**src/rtl/rfdke_pkg.sv**
```systemverilog
package rfdke_pkg;

    // frame geometry
    localparam int FRAME_BYTES = 18;
    localparam int FRAME_W     = FRAME_BYTES * 8;
    localparam int CNT_W       = 5;

    // default depth of the decode queue
    localparam int QUEUE_DEPTH_DEF = 2;

    // channel and field widths
    localparam int CH_W      = 11;
    localparam int KEY_W     = 16;
    localparam int OUT_DATA_W = 160;
    localparam int IN_DATA_W  = 24;

    // register reset values
    localparam logic [CH_W-1:0] CHANNEL_OFFSET_RST = 11'd1024;
    localparam logic [CH_W-1:0] STICK_LIMIT_RST    = 11'd700;

    // request kinds on the input tuser
    typedef enum logic [1:0] {
        REQ_BYTE  = 2'd0,
        REQ_IDLE  = 2'd1,
        REQ_QUERY = 2'd2
    } req_type_t;

    // result status on the output tuser
    typedef enum logic [1:0] {
        STAT_ACCEPT = 2'd0,
        STAT_REJECT = 2'd1,
        STAT_QUERY  = 2'd2
    } status_t;

    // configuration register indexes
    typedef enum logic [0:0] {
        CFG_CHANNEL_OFFSET = 1'b0,
        CFG_STICK_LIMIT    = 1'b1
    } cfg_index_t;

    // work handed from front to back: a whole frame or a key query mask
    typedef struct packed {
        logic               is_query;
        logic [FRAME_W-1:0] payload;
    } q_entry_t;

    // queue status seen by the front and back
    typedef struct packed {
        logic full;
        logic valid;
    } q_status_t;

endpackage

```
**src/rtl/rfdke_front.sv**
```systemverilog
module rfdke_front (
    input  logic                 aclk,
    input  logic                 aresetn,
    input  logic                 in_valid,
    output logic                 in_ready,
    input  logic [1:0]           in_req,
    input  logic [7:0]           in_byte,
    input  logic [15:0]          in_mask,
    input  rfdke_pkg::q_status_t q_stat,
    output logic                 push,
    output rfdke_pkg::q_entry_t  push_entry
);

    logic [7:0]                      store_reg [rfdke_pkg::FRAME_BYTES];
    logic [rfdke_pkg::CNT_W-1:0]     count_reg;
    logic [rfdke_pkg::CNT_W-1:0]     count_next;
    logic [rfdke_pkg::FRAME_W-1:0]   frame_word;
    logic                            accept;
    logic                            frame_full;
    rfdke_pkg::req_type_t            req;

    assign req        = rfdke_pkg::req_type_t'(in_req);
    assign in_ready   = !q_stat.full;
    assign accept     = in_valid && in_ready;
    assign frame_full = (count_reg == rfdke_pkg::CNT_W'(rfdke_pkg::FRAME_BYTES));

    // frame store viewed as one word, byte 0 lowest
    for (genvar i = 0; i < rfdke_pkg::FRAME_BYTES; i++) begin : g_frame
        assign frame_word[i*8 +: 8] = store_reg[i];
    end

    // byte count, saturating one past a full frame
    always_comb begin
        count_next = count_reg;
        if (accept) begin
            case (req)
                rfdke_pkg::REQ_BYTE: begin
                    if (count_reg <= rfdke_pkg::CNT_W'(rfdke_pkg::FRAME_BYTES)) begin
                        count_next = count_reg + 1'b1;
                    end
                end
                rfdke_pkg::REQ_IDLE:  count_next = '0;
                rfdke_pkg::REQ_QUERY: count_next = count_reg;
                default:              count_next = count_reg;
            endcase
        end
    end

    always_ff @(posedge aclk) begin
        if (!aresetn) begin
            count_reg <= '0;
        end else begin
            count_reg <= count_next;
        end
    end

    // frame store write
    always_ff @(posedge aclk) begin
        if (accept && req == rfdke_pkg::REQ_BYTE &&
            count_reg < rfdke_pkg::CNT_W'(rfdke_pkg::FRAME_BYTES)) begin
            store_reg[count_reg] <= in_byte;
        end
    end

    // classify: full frame on idle, or key query, goes to the back
    always_comb begin
        push                = 1'b0;
        push_entry.is_query = 1'b0;
        push_entry.payload  = frame_word;
        case (req)
            rfdke_pkg::REQ_IDLE: begin
                push = accept && frame_full;
            end
            rfdke_pkg::REQ_QUERY: begin
                push                = accept;
                push_entry.is_query = 1'b1;
                push_entry.payload  = rfdke_pkg::FRAME_W'(in_mask);
            end
            default: begin
                push = 1'b0;
            end
        endcase
    end

endmodule

```
**src/rtl/rfdke_queue.sv**
```systemverilog
module rfdke_queue #(
    parameter int QUEUE_DEPTH = rfdke_pkg::QUEUE_DEPTH_DEF
) (
    input  logic                 aclk,
    input  logic                 aresetn,
    input  logic                 push,
    input  rfdke_pkg::q_entry_t  push_entry,
    input  logic                 pop,
    output rfdke_pkg::q_entry_t  head,
    output rfdke_pkg::q_status_t stat
);

    localparam int PTR_W = (QUEUE_DEPTH > 1) ? $clog2(QUEUE_DEPTH) : 1;
    localparam int CNT_W = $clog2(QUEUE_DEPTH + 1);

    rfdke_pkg::q_entry_t mem_reg [QUEUE_DEPTH];
    logic [PTR_W-1:0]    wr_reg, wr_next;
    logic [PTR_W-1:0]    rd_reg, rd_next;
    logic [CNT_W-1:0]    cnt_reg, cnt_next;
    logic                do_push, do_pop;

    assign stat.full  = (cnt_reg == CNT_W'(QUEUE_DEPTH));
    assign stat.valid = (cnt_reg != '0);
    assign do_push    = push && !stat.full;
    assign do_pop     = pop && stat.valid;
    assign head       = mem_reg[rd_reg];

    // pointer and fill count
    always_comb begin
        wr_next  = wr_reg;
        rd_next  = rd_reg;
        cnt_next = cnt_reg;
        if (do_push) begin
            wr_next = (wr_reg == PTR_W'(QUEUE_DEPTH - 1)) ? '0 : wr_reg + 1'b1;
        end
        if (do_pop) begin
            rd_next = (rd_reg == PTR_W'(QUEUE_DEPTH - 1)) ? '0 : rd_reg + 1'b1;
        end
        if (do_push && !do_pop) begin
            cnt_next = cnt_reg + 1'b1;
        end else if (do_pop && !do_push) begin
            cnt_next = cnt_reg - 1'b1;
        end
    end

    always_ff @(posedge aclk) begin
        if (!aresetn) begin
            wr_reg  <= '0;
            rd_reg  <= '0;
            cnt_reg <= '0;
        end else begin
            wr_reg  <= wr_next;
            rd_reg  <= rd_next;
            cnt_reg <= cnt_next;
        end
    end

    // entry storage
    always_ff @(posedge aclk) begin
        if (do_push) begin
            mem_reg[wr_reg] <= push_entry;
        end
    end

endmodule

```
**src/rtl/rfdke_back.sv**
```systemverilog
module rfdke_back (
    input  logic                                aclk,
    input  logic                                aresetn,
    input  logic                                cfg_valid,
    input  logic [0:0]                          cfg_index,
    input  logic [rfdke_pkg::CH_W-1:0]          cfg_data,
    input  rfdke_pkg::q_status_t                q_stat,
    input  rfdke_pkg::q_entry_t                 head,
    output logic                                pop,
    output logic                                out_valid,
    input  logic                                out_ready,
    output logic [1:0]                          out_status,
    output logic [rfdke_pkg::OUT_DATA_W-1:0]    out_data
);

    localparam int CH_W  = rfdke_pkg::CH_W;
    localparam int KEY_W = rfdke_pkg::KEY_W;

    logic [CH_W-1:0]                   offset_reg;
    logic [CH_W-1:0]                   limit_reg;
    logic [KEY_W-1:0]                  keys_now_reg, keys_now_next;
    logic [KEY_W-1:0]                  keys_chg_reg, keys_chg_next;
    logic [KEY_W-1:0]                  keys_used_reg, keys_used_next;
    logic                              out_valid_reg;
    logic [1:0]                        status_reg, status_next;
    logic [rfdke_pkg::OUT_DATA_W-1:0]  data_reg, data_next;

    logic [rfdke_pkg::FRAME_W-1:0]     f;
    logic [CH_W-1:0]                   raw [4];
    logic signed [CH_W:0]              diff [4];
    logic [CH_W:0]                     mag [4];
    logic [3:0]                        over;
    logic [1:0]                        sw1, sw2;
    logic                              bad;
    logic [KEY_W-1:0]                  key_new, key_chg, mask;
    logic [KEY_W-1:0]                  dial, mouse_a, mouse_b;
    logic                              held, once;

    // configuration registers
    always_ff @(posedge aclk) begin
        if (!aresetn) begin
            offset_reg <= rfdke_pkg::CHANNEL_OFFSET_RST;
            limit_reg  <= rfdke_pkg::STICK_LIMIT_RST;
        end else if (cfg_valid) begin
            case (rfdke_pkg::cfg_index_t'(cfg_index))
                rfdke_pkg::CFG_CHANNEL_OFFSET: offset_reg <= cfg_data;
                rfdke_pkg::CFG_STICK_LIMIT:    limit_reg  <= cfg_data;
                default:                       offset_reg <= offset_reg;
            endcase
        end
    end

    // take the head when the output register is free or drains
    assign pop       = q_stat.valid && (!out_valid_reg || out_ready);
    assign out_valid = out_valid_reg;
    assign out_status = status_reg;
    assign out_data  = data_reg;

    // channel slicing and range check
    assign f      = head.payload;
    assign raw[0] = f[10:0];
    assign raw[1] = f[21:11];
    assign raw[2] = f[32:22];
    assign raw[3] = f[43:33];
    assign sw1    = f[45:44];
    assign sw2    = f[47:46];

    for (genvar i = 0; i < 4; i++) begin : g_stick
        assign diff[i] = $signed({1'b0, raw[i]}) - $signed({1'b0, offset_reg});
        assign mag[i]  = diff[i][CH_W] ? (CH_W+1)'(-diff[i]) : diff[i];
        assign over[i] = (mag[i] > {1'b0, limit_reg});
    end

    assign bad     = (|over) || (sw1 == 2'd0) || (sw2 == 2'd0);
    assign key_new = f[127:112];
    assign key_chg = key_new ^ keys_now_reg;
    assign dial    = f[143:128] - KEY_W'(offset_reg);
    assign mouse_a = KEY_W'(0) - f[63:48];
    assign mouse_b = KEY_W'(0) - f[79:64];

    // key query flags
    assign mask = f[15:0];
    assign held = |(keys_now_reg & mask);
    assign once = held && (|(keys_chg_reg & mask)) && !(|(keys_used_reg & mask));

    // result word and key state update
    always_comb begin
        keys_now_next  = keys_now_reg;
        keys_chg_next  = keys_chg_reg;
        keys_used_next = keys_used_reg;
        status_next    = status_reg;
        data_next      = data_reg;
        if (pop) begin
            if (head.is_query) begin
                status_next = rfdke_pkg::STAT_QUERY;
                data_next   = {14'd0, once, held, keys_now_reg, 128'd0};
                if (!held) begin
                    keys_used_next = keys_used_reg & ~mask;
                end else if (once) begin
                    keys_used_next = keys_used_reg | mask;
                end
            end else begin
                keys_chg_next = key_chg;
                if (bad) begin
                    keys_now_next = '0;
                    status_next   = rfdke_pkg::STAT_REJECT;
                    data_next     = {key_chg, 144'd0};
                end else begin
                    keys_now_next = key_new;
                    status_next   = rfdke_pkg::STAT_ACCEPT;
                    data_next     = {key_chg, key_new, f[95:80], mouse_b, mouse_a,
                                     f[111:96], sw2, sw1, dial,
                                     diff[3][CH_W-1:0], diff[2][CH_W-1:0],
                                     diff[1][CH_W-1:0], diff[0][CH_W-1:0]};
                end
            end
        end
    end

    always_ff @(posedge aclk) begin
        if (!aresetn) begin
            keys_now_reg  <= '0;
            keys_chg_reg  <= '0;
            keys_used_reg <= '0;
            out_valid_reg <= 1'b0;
        end else begin
            keys_now_reg  <= keys_now_next;
            keys_chg_reg  <= keys_chg_next;
            keys_used_reg <= keys_used_next;
            if (pop) begin
                out_valid_reg <= 1'b1;
            end else if (out_ready) begin
                out_valid_reg <= 1'b0;
            end
        end
    end

    // output payload
    always_ff @(posedge aclk) begin
        status_reg <= status_next;
        data_reg   <= data_next;
    end

endmodule

```
**src/rtl/remote_frame_decoder_key_edge_unit.sv**
```systemverilog
// Remote-control frame decoder with key edge tracking.
// Input stream (s_*): one word per received serial byte (tuser = 0), per
// idle-line event (tuser = 1) or per key query (tuser = 2). An idle event
// after exactly 18 bytes decodes the frame; any other burst length is
// dropped with no result. Queries answer held / pressed-once flags.
// Result stream (m_*): one word per decoded frame or query; tuser carries
// the status, tdata the sticks, dial, switches, mouse, keys and key flags.
// Config channel: cfg_index selects channel offset (0) or stick limit (1);
// write only while the block is idle. cfg_ready is always high.
// Path: a frame or query word passes through the queue, then the result
// register that drives m_tvalid. Throughput: one word per cycle while the
// queue is not full, set by the decode stage behind the front queue.
// Stall: the result register holds while m_tready is low; the front keeps
// taking words until the QUEUE_DEPTH-entry queue fills, then drops s_tready.
// Reset (aresetn low, synchronous): byte count, key state and queue clear,
// registers return to offset 1024 and limit 700.
module remote_frame_decoder_key_edge_unit #(
    parameter int QUEUE_DEPTH = rfdke_pkg::QUEUE_DEPTH_DEF
) (
    input  logic                               aclk,
    input  logic                               aresetn,
    input  logic                               s_tvalid,
    output logic                               s_tready,
    // data_byte [7:0], key_mask [23:8]
    input  logic [rfdke_pkg::IN_DATA_W-1:0]    s_tdata,
    // req_type [1:0]
    input  logic [1:0]                         s_tuser,
    output logic                               m_tvalid,
    input  logic                               m_tready,
    // stick_right_h [10:0], stick_right_v [21:11], stick_left_h [32:22],
    // stick_left_v [43:33], dial [59:44], switches_buttons [79:60],
    // mouse_first_axis [95:80], mouse_second_axis [111:96],
    // mouse_wheel [127:112], key_bits [143:128], key_flags [159:144]
    output logic [rfdke_pkg::OUT_DATA_W-1:0]   m_tdata,
    // status [1:0]
    output logic [1:0]                         m_tuser,
    input  logic                               cfg_valid,
    output logic                               cfg_ready,
    input  logic [0:0]                         cfg_index,
    input  logic [rfdke_pkg::CH_W-1:0]         cfg_data
);

    rfdke_pkg::q_status_t q_stat;
    rfdke_pkg::q_entry_t  push_entry;
    rfdke_pkg::q_entry_t  head;
    logic                 push;
    logic                 pop;

    assign cfg_ready = 1'b1;

    rfdke_front u_front (
        .aclk       (aclk),
        .aresetn    (aresetn),
        .in_valid   (s_tvalid),
        .in_ready   (s_tready),
        .in_req     (s_tuser),
        .in_byte    (s_tdata[7:0]),
        .in_mask    (s_tdata[23:8]),
        .q_stat     (q_stat),
        .push       (push),
        .push_entry (push_entry)
    );

    rfdke_queue #(
        .QUEUE_DEPTH (QUEUE_DEPTH)
    ) u_queue (
        .aclk       (aclk),
        .aresetn    (aresetn),
        .push       (push),
        .push_entry (push_entry),
        .pop        (pop),
        .head       (head),
        .stat       (q_stat)
    );

    rfdke_back u_back (
        .aclk       (aclk),
        .aresetn    (aresetn),
        .cfg_valid  (cfg_valid),
        .cfg_index  (cfg_index),
        .cfg_data   (cfg_data),
        .q_stat     (q_stat),
        .head       (head),
        .pop        (pop),
        .out_valid  (m_tvalid),
        .out_ready  (m_tready),
        .out_status (m_tuser),
        .out_data   (m_tdata)
    );

endmodule

```
**config.mk**
```make
export PLATFORM = sky130hd
export DESIGN_NAME = remote_frame_decoder_key_edge_unit
export DESIGN_NICKNAME = d
export VERILOG_FILES = /design/src/rtl/rfdke_pkg.sv /design/src/rtl/rfdke_front.sv /design/src/rtl/rfdke_queue.sv /design/src/rtl/rfdke_back.sv /design/src/rtl/remote_frame_decoder_key_edge_unit.sv
export SDC_FILE = /design/constraint.sdc
export NUM_CORES = 1
export LEC_CHECK = 0
export ABC_AREA = 1
export BUFFER_PORTS_ARGS = -buffer_cell sky130_fd_sc_hd__buf_2
export CORE_ASPECT_RATIO = 0.8
export CORE_MARGIN = 10
export CORE_UTILIZATION = 65
export CTS_CLUSTER_SIZE = 24
export DETAILED_ROUTE_END_ITERATION = 12
export HOLD_SLACK_MARGIN = 0.02
export PLACE_DENSITY = 0.88
export SYNTH_ARGS = -nofsm -noshare
export SYNTH_HDL_FRONTEND = slang
export SYNTH_HIERARCHICAL = 1
export SYNTH_SLANG_ARGS = --single-unit
```
**constraint.sdc**
```tcl
create_clock -name aclk -period 16.34 [get_ports aclk]
set_clock_uncertainty 0.2 [all_clocks]
set_input_delay 1.634 -clock aclk [delete_from_list [all_inputs] [get_ports aclk]]
set_output_delay 1.634 -clock aclk [all_outputs]
set_load 0.03 [all_outputs]
```
---- After elaboration in Yosys (flattened, before gate mapping) ----
Memory sizes are Yosys's and may differ from the RTL's. A register that Yosys moved wholly into a read port is not among the register bits.
Index checks and enable logic that the tools add are counted.
storage, ports and cells
  flip-flop bits (word level) ............. 242
  bits in latches ......................... 0
  memory bits (writable) .................. 434
  memory bits (read-only) ................. 0
  output and inout bits ................... 165
  logic and storage cells ................. 115
  memories ................................ 2
memory list
  memory             depth  bits a word  read ports  clocked after Yosys merged registers in  wr ports  line               RTL
  u_queue.mem_reg    2      145          1           1                                        1         rfdke_queue.sv:16  rfdke_pkg::q_entry_t mem_reg [QUEUE_DEPTH];
  u_front.store_reg  18     8            18          0                                        1         rfdke_front.sv:14  logic [7:0] store_reg [rfdke_pkg::FRAME_BYTES];
cells by class
  $add $sub $neg .......................... 16
  multiply operators ...................... 0
  div/mod/pow operators ................... 0
  order comparisons ....................... 6
  equal/unequal tests ..................... 6
  shift operators ......................... 0
  mux-type cells .......................... 26
  bitwise operators ....................... 9
  reduce and logical (&&, ||, !) cells .... 36
operators with widths
  operator                                                             count
  146-bit two-way mux                                                  1
  145-bit two-way mux                                                  1
  144-bit two-way mux                                                  1
  16-bit AND                                                           4
  12-bit by 11-bit greater-than comparator with 1-bit output           4
  12-bit two-way mux                                                   4
  16-bit two-way mux                                                   3
  12-bit negation                                                      4
  16-bit OR reduction                                                  3
  11-bit by 11-bit subtractor with 12-bit output                       4
  1-bit by 16-bit subtractor with 16-bit output, first input constant  2
  16-bit inverter                                                      1
  16-bit OR                                                            1
  16-bit by 11-bit subtractor with 16-bit output                       1
  16-bit bitwise XOR                                                   1
  1-bit logical AND                                                    11
  1-bit two-way mux                                                    11
  5-bit case mux with 2 select lines                                   1
  2-bit nonzero test                                                   4
  2-bit logical NOT                                                    3
  2-bit AND reduction                                                  3
  3-bit AND reduction                                                  2
  5-bit by 1-bit adder with 5-bit output, second input constant        1
  5-bit == test, second input constant                                 1
  17 further kinds                                                     27

---- Logic depth before layout (Yosys ltp) ----
  depth after elaboration ................. 10
  gate-level depth with buffers ........... 35
  gate-level depth less buffers ........... 31

---- Hierarchy ----
Netlist, hierarchy kept.
modules (own cells, without submodules)
  module                              times used  cells an instance  area each (um2)
  rfdke_back                          1           1,819              14,649.0
  rfdke_queue                         1           488                10,894.2
  rfdke_front                         1           558                6,100.9
  remote_frame_decoder_key_edge_unit  1           2                  11.3

---- Worst setup path after synthesis ----
Ideal clock, no wire load.
  kind .................................... input-to-reg
  from .................................... input s_tuser[0]
  to ...................................... memory u_queue/mem_reg[0][0] in the netlist's numbering (enable)
  library setup time ...................... 0.652 ns
  arrival ................................. 8.542 ns
  data required time ...................... 15.488 ns
  slack ................................... 6.946 ns
  stages on the path ...................... 7
  path buffers ............................ 1
  path through ............................ inv_1 -> ha_1 -> buf_2 -> clkinv_1 -> a21oi_1 -> o21ai_0 -> nor2_1
on the way
  longest elaborated chain between the ends .. 5
  elaborated cells between the ends (all ways) .. 6
ends and longest elaborated chain
  element                                                                           line                                      RTL
  start: declaration                                                                remote_frame_decoder_key_edge_unit.sv:27  input logic [1:0] s_tuser,
  2-bit == test / 2-bit by 1-bit == test with 1-bit output (equally long branches)  rfdke_front.sv:70                         case (req)
  1-bit case mux with 2 select lines *                                              rfdke_front.sv:70
  net push                                                                          remote_frame_decoder_key_edge_unit.sv:46  logic push;
  1-bit logical AND *                                                               rfdke_queue.sv:24                         assign do_push = push && !stat.full;
  1-bit two-way mux *                                                               rfdke_queue.sv:60                         if (do_push) begin
  1-bit two-way mux (not written as such) *                                         rfdke_queue.sv:61                         mem_reg[wr_reg] <= push_entry;
  end: declaration                                                                  rfdke_queue.sv:16
Mark *: on every way through the listed nets, which the timed path passes. The rest lies on a longest branch.

==> out/results.env <==
STATUS='finished, final reports clean'
POST-CTS-SETUP-BUFFERS=0
CTS.REPORTEDPATHS.CLKPINSLEW_NS=0.06
SYNTHFLOPTYPE='sky130_fd_sc_hd__edfxtp_1'
FINAL_NET_COUNT=3239
DRTANTENNAVIOLNETS=0
CP-END-KIND='register'
ROUTED_VIA_DENSITY=5.79
ROUTE.MET2.WL_MM=36.8
YOSYS.CELL_TYPES.COUNT=52
TIMING.CRITICAL_PATH.SLOWEST_STAGE_CELL='sky130_fd_sc_hd__dfxtp_4'
WORST_SLEW_SLACK_AS_A_FRACTION_OF_ITS_LIMIT_PCT=26.5
WL_MET1_MM=31.2
FLOORPLAN.DIE.WIDTH_UM=267
PATH_COMMON_CELL='sky130_fd_sc_hd__nand2_1'
YOSYS_WARNINGS=6
PLACEMENT_ROWS=72
TIMING.HOLD.WORST.CLASS='reg -> reg'
CRIT_TYPE='reg -> reg'
HIGHEST_LAYER='met5'
IO_PINS=208
LAYOUT-DRIVE-GT1-SHARE_PCT=16.3
POSTSYNTH.ASYNCRESETSHARE_PCT=0
NUMPLACEDINSTANCES=3639
MAX_FREQ_MHz=136
R2R_SETUP_SLACK_NS=8.99
TIMING.SETUP.TNS_NS=0
SETUP_REPAIR_AFTER_GLOBAL_ROUTING_MISSED_ITS_MARGIN='false'
SYNTH_FP_NETS=3028
CRITICAL-PATH-MAX-STAGE-DELAY_NS=0.88
FINAL_CELLS=3762
HTREEDEPTH=3
GRT_ANTENNA_BEFORE_REPAIR=5
FIRSTDRTPASSITERS=6
LAYOUT.CELLS.MOST_COMMON_LIST='596 x sky130_fd_sc_hd__edfxtp_1, 444 x sky130_fd_sc_hd__inv_1, 444 x sky130_fd_sc_hd__nand2_1'
SYNTH-SEQ-AREA-SHARE_PCT=61.7
CLOCKBUFFERDEPTH=3
CTS.ROOT.BUFFER_CELL='sky130_fd_sc_hd__clkbuf_16'
GRT_FIRST_PASS_WIRELENGTH_MM=119
START_UTIL_PCT=65.6
CRITPATHLAUNCHTYPE='register'
POWER_DENSITY_nW_PER_UM2=118
SETUP_VIOLATIONS=0
PERIOD_SHARE_PCT=45.0
GRT_START_MAX_NET_PINS=102
STATIC-LEAKAGE-POWER_nW=14.8
DIEHEIGHT_UM=217
REPORT.POWER.TOTAL_mW=4.17
AVGSYNTHCELLAREA_UM2=11.0
FP.DIEAREA_UM2=58000
WL_PER_CELL_UM=20.8
CELL_COUNT_AFTER_SYNTHESIS=2867
SYN-CELL-AREA_UM2=31700
CP.ARRIVAL_NS=7.59
GPL.FINAL_WEIGHTED_CONGESTION=0.942
NUMBER_OF_HOLD_BUFFERS_ADDED_AFTER_CTS=0
YS_FF_LATCH=677
GLOBALROUTETOTALUTIL_PCT=26.4
CLOCK_INSERTION_DELAY_AT_THE_LATER_PIN_OF_THE_SKEW_REPORT_NS=0.61
REMAINING_DRC_ERRORS=0
DRT_ITER0_MARKERS=2933
MOSTFREQUENTLAYOUTCELL='sky130_fd_sc_hd__edfxtp_1'
CRITICAL_PATH_PEAK_FANOUT=63
VIA_COUNT_OF_THE_FIRST_GLOBAL_ROUTING_PASS=21283
CORE_AREA_UM2=48300
CTS_TREE='done'
VIAS=21798
SLEW_VIOL_FINAL=0
POST_CTS_RESIZE_COUNT=0
CRIT_REQUIRED_NS=16.58
PORT-BUFFER-COUNT=206
TIMING_WORST_SLEW_PIN_VALUE_NS=1.10
NUMBER_OF_FLIP_FLOPS_IN_THE_LARGEST_REGISTER=290
AREA_DELTA_SYNTH_FINAL_PCT=11.5
CTS.SINKS=677
MET3WIRELENGTH_MM=7.69
MAXCAPVIOLCOUNT=0
DETAILED_PLACER_S_ENDING_HPWL_MM=52.2
FINALCRITICALPERIOD_NS=7.35
DETAIL_ROUTE.WIRELENGTH_MM=78.2
WORST_VDD_RAIL_IR_DROP_V=0.000104
TOTAL_GRT_OVERFLOW=0
NUMCTSBUFFERS=66
NUMBER_OF_SYNTHESIZED_FLOPS_WITH_AN_ENABLE_PIN=596
FINALHOLDVIOLATIONS=0
[cell type report]
type / count / area, µm²
sequential: 677 / 19500
fill: 3018 / 13000
multi-input combinational: 1661 / 10000
clock buffer: 90 / 1800
inverter: 450 / 1690
timing repair buffer: 222 / 1150
tap: 629 / 787
clock inverter: 30 / 295
antenna: 3 / 7.51
[Yosys cell counts, types with 5 or more instances]
master	count	area, µm²
sky130_fd_sc_hd__nand4_1	53	332
sky130_fd_sc_hd__a21oi_1	121	606
sky130_fd_sc_hd__mux2_4	50	751
sky130_fd_sc_hd__nor2_1	387	1450
sky130_fd_sc_hd__buf_2	21	105
sky130_fd_sc_hd__o21ai_1	11	55.1
sky130_fd_sc_hd__inv_1	445	1670
sky130_fd_sc_hd__buf_1	10	37.5
sky130_fd_sc_hd__fa_1	5	100
sky130_fd_sc_hd__nand3_1	93	465
sky130_fd_sc_hd__nor2_2	22	138
sky130_fd_sc_hd__nor3_1	15	75.1
sky130_fd_sc_hd__o211ai_1	7	52.6
sky130_fd_sc_hd__a31oi_1	7	43.8
sky130_fd_sc_hd__a22o_1	5	43.8
sky130_fd_sc_hd__a21o_1	6	45.0
sky130_fd_sc_hd__o21ai_0	65	325
sky130_fd_sc_hd__buf_6	14	158
sky130_fd_sc_hd__ha_1	113	1410
sky130_fd_sc_hd__clkbuf_1	33	124
sky130_fd_sc_hd__edfxtp_1	596	17900
sky130_fd_sc_hd__xnor2_1	19	166
sky130_fd_sc_hd__mux2_2	95	1070
sky130_fd_sc_hd__nand3b_1	13	97.6
sky130_fd_sc_hd__o22ai_1	5	31.3
sky130_fd_sc_hd__o21bai_1	8	60.1
sky130_fd_sc_hd__a221oi_1	7	61.3
sky130_fd_sc_hd__dfxtp_1	81	1620
sky130_fd_sc_hd__xor2_1	78	683
sky130_fd_sc_hd__nand2_1	444	1670
[cells by family (layout without fill, tap and decap cells)]
family | after synthesis | in the layout | share of synthesized area, %
compound gates | 252 | 252 | 4.45
xor+xnor | 100 | 100 | 2.84
fa+ha+maj | 118 | 118 | 4.78
buf+inv | 529 | 792 | 6.70
flops | 677 | 677 | 61.7
mux | 145 | 145 | 5.75
other cells | 1 | 4 | 0.0118
simple gates | 1045 | 1045 | 13.8
[through the flow]
stage               hold WS (ns)  cell area, µm²  util [%]  setup slack, ns
finish                     0.244           35300      73.1             8.99
global route               0.264           35300      73.1             8.37
CTS                        0.243           35300      73.1             9.09
detailed placement         0.233           33200      68.8             9.15
global placement           0.228           33200      68.8             9.38
floorplan                  0.221           31700         -             6.95
[metal layers]
metal,global-route usage [%],vias up
li1,-,9999
met1,35.5,10406
met2,42.5,1204
met3,5.54,187
met4,8.98,2
met5,0,-
[power by group]
group          switching (mW)  total [mW]  internal [mW]
Combinational           0.498       0.701          0.202
Clock                   0.639        1.48          0.844
Sequential             0.0277        1.98           1.96
Total                    1.17        4.17           3.00
[critical path: cells and delay by family, from the launching register on]
| family | cells | cell delay [ns] |
|---|---|---|
| AND/OR/NAND/NOR | 14 | 1.90 |
| buffers and inverters | 4 | 1.70 |
| AO/OA/AOI/OAI | 4 | 0.97 |
| flip-flops | 1 | 0.88 |
| adder cells (fa/ha/maj) | 2 | 0.69 |
| multiplexers | 1 | 0.50 |
| XOR/XNOR | 1 | 0.22 |
[worst paths after layout]
path,to,cells after the start
worst min register to register,register,2
worst min-delay path,register,2
worst max register to register,u_back/out_data[96],26
worst max-delay path,u_back/out_data[96],26
Power figures use the tool's default switching activity.
